$ cat config.mk
export PLATFORM = sky130hd
export DESIGN_NAME = binary_to_decimal_ascii_core
export DESIGN_NICKNAME = d
export VERILOG_FILES = /design/src/bda_pkg.sv /design/src/binary_to_decimal_ascii_core.sv
export SDC_FILE = /design/constraint.sdc
export NUM_CORES = 1
export LEC_CHECK = 0
export BUFFER_PORTS_ARGS = -buffer_cell sky130_fd_sc_hd__buf_2
export CAP_MARGIN = 15
export CORE_MARGIN = 4
export CORE_UTILIZATION = 45
export CTS_BUF_LIST = sky130_fd_sc_hd__clkbuf_8
export DETAILED_ROUTE_END_ITERATION = 6
export SKIP_LAST_GASP = 1
export SLEW_MARGIN = 20
export SYNTH_ARGS = -nofsm -noshare
export SYNTH_HDL_FRONTEND = slang
export SYNTH_SLANG_ARGS = --single-unit
export TNS_END_PERCENT = 5
$ cat constraint.sdc
create_clock -name clk_i -period 5.5 [get_ports clk_i]
set_input_delay 0.55 -clock clk_i [delete_from_list [all_inputs] [get_ports clk_i]]
set_output_delay 0.55 -clock clk_i [all_outputs]
set_load 0.005 [all_outputs]
$ cat src/bda_pkg.sv
`timescale 1ns / 1ps

package bda_pkg;

  localparam int ValueW        = 16;
  localparam int BcdDigits     = 5;
  localparam int BcdW          = 4 * BcdDigits;
  localparam int CharW         = 6;
  localparam int OutDataW      = 8;
  localparam int NumStages     = 4;
  localparam int StepsPerStage = ValueW / NumStages;
  localparam int IdxW          = $clog2(BcdDigits);

  localparam logic [CharW-1:0] AsciiZero = 6'd48;
  localparam logic [CharW-1:0] AsciiNine = 6'd57;

  // bcd digits above, binary bits still to be shifted in below
  typedef struct packed {
    logic [BcdW-1:0]   bcd;
    logic [ValueW-1:0] bin;
  } dab_t;

  // several shift-and-add-3 steps of the double dabble conversion
  function automatic dab_t dabble_steps(input dab_t din);
    dab_t        w;
    logic [3:0]  dig;
    w = din;
    for (int s = 0; s < StepsPerStage; s++) begin
      for (int d = 0; d < BcdDigits; d++) begin
        dig = w.bcd[4*d +: 4];
        if (dig >= 4'd5) begin
          w.bcd[4*d +: 4] = dig + 4'd3;
        end
      end
      w = {w[$bits(dab_t)-2:0], 1'b0};
    end
    return w;
  endfunction

endpackage

$ cat src/binary_to_decimal_ascii_core.sv
`timescale 1ns / 1ps

// binary to decimal ascii: each input transaction carries one unsigned 16-bit value,
// and the block sends its decimal digits as ascii characters, most significant first,
// with leading zeros dropped (zero gives a single '0'); tlast marks the final digit.
// the conversion runs as a four-stage double dabble pipeline (four shift steps per
// stage) that can take a new value every cycle while no later stage is held, followed
// by a digit emitter that sends one character per cycle while the output is ready.
// a value passes the stage registers and then the emitter register before its first
// digit appears; an item holds the emitter until its last digit leaves, and that
// emitter sets the sustained rate. back-pressure on the output stalls the pipeline
// without losing or repeating anything. no state survives from one value to the next.
module binary_to_decimal_ascii_core (
  input  logic                        clk_i,
  input  logic                        rst_ni,
  input  logic                        s_axis_tvalid,
  output logic                        s_axis_tready,
  input  logic [bda_pkg::ValueW-1:0]  s_axis_tdata,   // [15:0] value
  output logic                        m_axis_tvalid,
  input  logic                        m_axis_tready,
  output logic [bda_pkg::OutDataW-1:0] m_axis_tdata,  // [5:0] digit_char, [7:6] zero
  output logic                        m_axis_tlast    // is_last
);
  import bda_pkg::*;

  // conversion pipeline registers
  logic [NumStages-1:0] vld_q, vld_d;
  dab_t                 dab_q [NumStages];
  logic [NumStages:0]   stg_rdy;   // stg_rdy[k]: stage k may load, top bit is the emitter

  // digit emitter
  logic             emit_vld_q, emit_vld_d;
  logic [BcdW-1:0]  emit_bcd_q, emit_bcd_d;
  logic [IdxW-1:0]  emit_idx_q, emit_idx_d;
  logic [IdxW-1:0]  lead_idx;
  logic             emit_load;
  logic             m_hs;
  logic [3:0]       cur_dig;

  assign m_hs      = m_axis_tvalid && m_axis_tready;
  // emitter frees up when empty or when its last digit leaves
  assign emit_load = !emit_vld_q || (m_hs && (emit_idx_q == '0));

  // ready ripples back: a stage can load when empty or when the next one takes its item
  always_comb begin
    stg_rdy[NumStages] = emit_load;
    for (int k = NumStages - 1; k >= 0; k--) begin
      stg_rdy[k] = !vld_q[k] || stg_rdy[k+1];
    end
  end

  assign s_axis_tready = stg_rdy[0];

  always_comb begin
    vld_d[0] = stg_rdy[0] ? s_axis_tvalid : vld_q[0];
    for (int k = 1; k < NumStages; k++) begin
      vld_d[k] = stg_rdy[k] ? vld_q[k-1] : vld_q[k];
    end
  end

  always_ff @(posedge clk_i or negedge rst_ni) begin
    if (!rst_ni) begin
      vld_q <= '0;
    end else begin
      vld_q <= vld_d;
    end
  end

  // payload moves only with a load, so a stall holds it
  always_ff @(posedge clk_i) begin
    if (stg_rdy[0] && s_axis_tvalid) begin
      dab_q[0] <= dabble_steps(dab_t'{bcd: '0, bin: s_axis_tdata});
    end
    for (int k = 1; k < NumStages; k++) begin
      if (stg_rdy[k] && vld_q[k-1]) begin
        dab_q[k] <= dabble_steps(dab_q[k-1]);
      end
    end
  end

  // position of the most significant non-zero digit, units when all are zero
  always_comb begin
    lead_idx = '0;
    for (int d = 1; d < BcdDigits; d++) begin
      if (dab_q[NumStages-1].bcd[4*d +: 4] != 4'd0) begin
        lead_idx = IdxW'(d);
      end
    end
  end

  always_comb begin
    emit_vld_d = emit_vld_q;
    emit_bcd_d = emit_bcd_q;
    emit_idx_d = emit_idx_q;
    if (emit_load) begin
      emit_vld_d = vld_q[NumStages-1];
      emit_bcd_d = dab_q[NumStages-1].bcd;
      emit_idx_d = lead_idx;
    end else if (m_hs) begin
      emit_idx_d = emit_idx_q - IdxW'(1);
    end
  end

  always_ff @(posedge clk_i or negedge rst_ni) begin
    if (!rst_ni) begin
      emit_vld_q <= 1'b0;
    end else begin
      emit_vld_q <= emit_vld_d;
    end
  end

  always_ff @(posedge clk_i) begin
    emit_bcd_q <= emit_bcd_d;
    emit_idx_q <= emit_idx_d;
  end

  // current digit straight from the emitter register
  assign cur_dig       = emit_bcd_q[4*emit_idx_q +: 4];
  assign m_axis_tvalid = emit_vld_q;
  assign m_axis_tdata  = {{(OutDataW-CharW){1'b0}}, AsciiZero + {2'b00, cur_dig}};
  assign m_axis_tlast  = (emit_idx_q == '0);

endmodule

==> flow_metrics.tcl <==
set metrics [dict create \
    status "completed" \
    p_leak_nw 2.87 \
    fillers 1425 \
    cts_hold_buf 1 \
    clock_latency_ns 0.37 \
    worstSetupStartpointType "flip-flop" \
    cts-root-buf "clkbuf_8" \
    cts-resized-gates 0 \
    grt_pass1_wl_um 22500 \
    drt_first_pass_iters 5 \
    register_area_mm2 0.00304 \
    antennaDiodeCount 0 \
    layout.cells.non_filler 972 \
    synth_top_cell_area_share_pct 40.8 \
    ys_top_cells_by_area "edfxtp_1, ha_1, a21oi_1" \
    initial_core_util_pct 46.5 \
    tns_ns 0 \
    avgSynthCellArea_um2 9.64 \
    cts_tree "yes" \
    critPathKind "reg -> reg" \
    synth_cell_types 85 \
    cts.path.max_buffers 2 \
    gr-total-overflow 0 \
    hp-class "in -> reg" \
    multi_input_area_mm2 0.00383 \
    syn_area_mm2 0.00714 \
    drive_gt1_share_pct 10.5 \
    post_cts_buffers 0 \
    wl_per_cell_um 13.3 \
    wirelength_um 13000 \
    ir_worst_vdd_mv 0.120 \
    finalWorstSetupSlack_ns 1.70 \
    drc 0 \
    clock-sinks 102 \
    drt_iter0_markers 429 \
    antenna_found_initial 0 \
    max_freq_mhz 263 \
    numCtsBuffers 9 \
    ys_warn_count 0 \
    final_nets 811 \
    htree_num_levels 3 \
    slew_headroom_pct 39.9 \
    fin_crit_sh_pct 69.1 \
    synthFlopType "edfxtp_1" \
    design.core.area_mm2 0.0154 \
    drv_slew 0 \
    crit_path_max_fanout 18 \
    portBuffers 26 \
    drv_cap 0 \
    viasPerCell 5.62 \
    synth-seq-area-share_pct 42.5 \
    cp.required_ns 5.73 \
    final_core_util_pct 49.8 \
    die_h_um 134 \
    grt_start_max_net_pins 29 \
    ys_async_sr_fraction_pct 4.90 \
    place_congestion 0.857 \
    synth_common_cells "edfxtp_1, a21oi_1, nand2_1" \
    end_kind "flip-flop" \
    hpwl_um 9720 \
    ys_ff_latch 102 \
    vias 5461 \
    area_growth_pct 7.11 \
    place_inst 955 \
    num_io_pins 31 \
    synthCells 741 \
    skew_ns 0.0129 \
    yosysMostFrequentCell "edfxtp_1" \
    synth_edf_count 97 \
    period_minus_slack_ns 3.80 \
    grt_util_all_layers_pct 14.8 \
    arrival_ns 4.03 \
    dieArea_mm2 0.0179 \
    place_ws_ns 1.83 \
    rsz0062_at_grt "false" \
    powerDensity_mw_per_mm2 288 \
    setup_violations 0 \
    timing.final.hold_violations 0 \
    tightest_slew_ns 0.895 \
    grt_pass1_vias 5116 \
    synth_top_area_cell "edfxtp_1" \
    fp.dieW_um 134 \
    rows 45 \
    path_clk_slew_ns 0.10 \
    ant_nets 0 \
]
[cells in the final DEF (no fill, tap or decap), drive strengths merged, types with 16 or more instances in the layout]
| master | count |
|---|---|
| a21oi | 74 |
| buf | 28 |
| edfxtp | 97 |
| ha | 35 |
| inv | 50 |
| mux2i | 25 |
| nand2 | 65 |
| nand2b | 19 |
| nor2 | 58 |
| o21ai | 58 |
| o22ai | 16 |
| xnor2 | 30 |
[through the flow]
step | power, mW | instance area [um^2] | hold WS (ns)
floorplan | 1.61 | 7150 | 0.254
global placement | 1.71 | 7440 | 0.380
detailed placement | 1.75 | 7440 | 0.381
CTS | 2.22 | 7640 | 0.319
global route | 2.36 | 7650 | 0.317
finish | 2.20 | 7650 | 0.345
[layer usage]
metal / global-route usage [%] / part of all wire, %
met4: 4.91 / 1.3
met1: 17.5 / 44
met3: 2.06 / 3.1
met2: 27.4 / 51
met5: 0 / 0
[report_power, final]
| part | switching [mW] | internal [mW] | leakage [nW] |
|---|---|---|---|
| clock network | 0.256 | 0.208 | 0.0979 |
| registers | 0.0371 | 0.936 | 0.931 |
| logic | 0.441 | 0.324 | 1.84 |
| total | 0.734 | 1.47 | 2.87 |
[sequential cells by signal (all words and copies together) (netlist names)]
name	cells
dab_q	74
emit_bcd_q	20
emit_idx_q	3
m_axis_tvalid	1
vld_q	4
[area by class of cell]
type	instances	share of cell area, %
clock buffer	9	1.62
clock inverter	7	0.818
inverter	47	2.31
multi-input combinational	567	50.1
sequential	102	39.7
tap	211	3.45
timing repair buffer	29	2.03
[critical path, stage by stage, from the launching register on]
cell,delay [ns]
edfxtp_1,0.50
inv_1,0.15
ha_1,0.25
nand2b_1,0.12
a21oi_2,0.34
mux2i_2,0.75
o21ai_1,0.23
xnor2_2,0.31
ha_1,0.22
o21ai_0,0.10
a31o_2,0.30
or2_0,0.24
a31oi_1,0.16
[worst paths after layout]
kind	from	end	slack, ns	cells after the start
worst min-delay path	s_axis_tdata[12]	dab_q[0][12]$_DFFE_PP_	0.34	1
min in group asynchronous	rst_ni	vld_q[0]$_DFFE_PN0N_	0.54	2
max in group asynchronous	rst_ni	vld_q[1]$_DFFE_PN0P_	4.82	2
worst min register to register	dab_q[3][14]$_DFFE_PP_	emit_bcd_q[2]$_DFFE_PP_	0.43	0
worst max-delay path	dab_q[1][12]$_DFFE_PP_	dab_q[2][17]$_DFFE_PP_	1.70	12
worst max register to register	dab_q[1][12]$_DFFE_PP_	dab_q[2][17]$_DFFE_PP_	1.70	12
[kinds of logic (layout without fill, tap and decap cells)]
kind of cell / Yosys count / count (layout) / synth area share (%)
other cells: 2 / 4 / 0.105
fa+ha+maj: 35 / 35 / 6.13
simple gates: 212 / 212 / 14.4
xor+xnor: 33 / 33 / 4.63
compound gates: 251 / 251 / 23.4
buf+inv: 74 / 92 / 4.14
flops: 102 / 102 / 42.5
mux: 32 / 32 / 4.66
(Power assumes the default switching activity.)
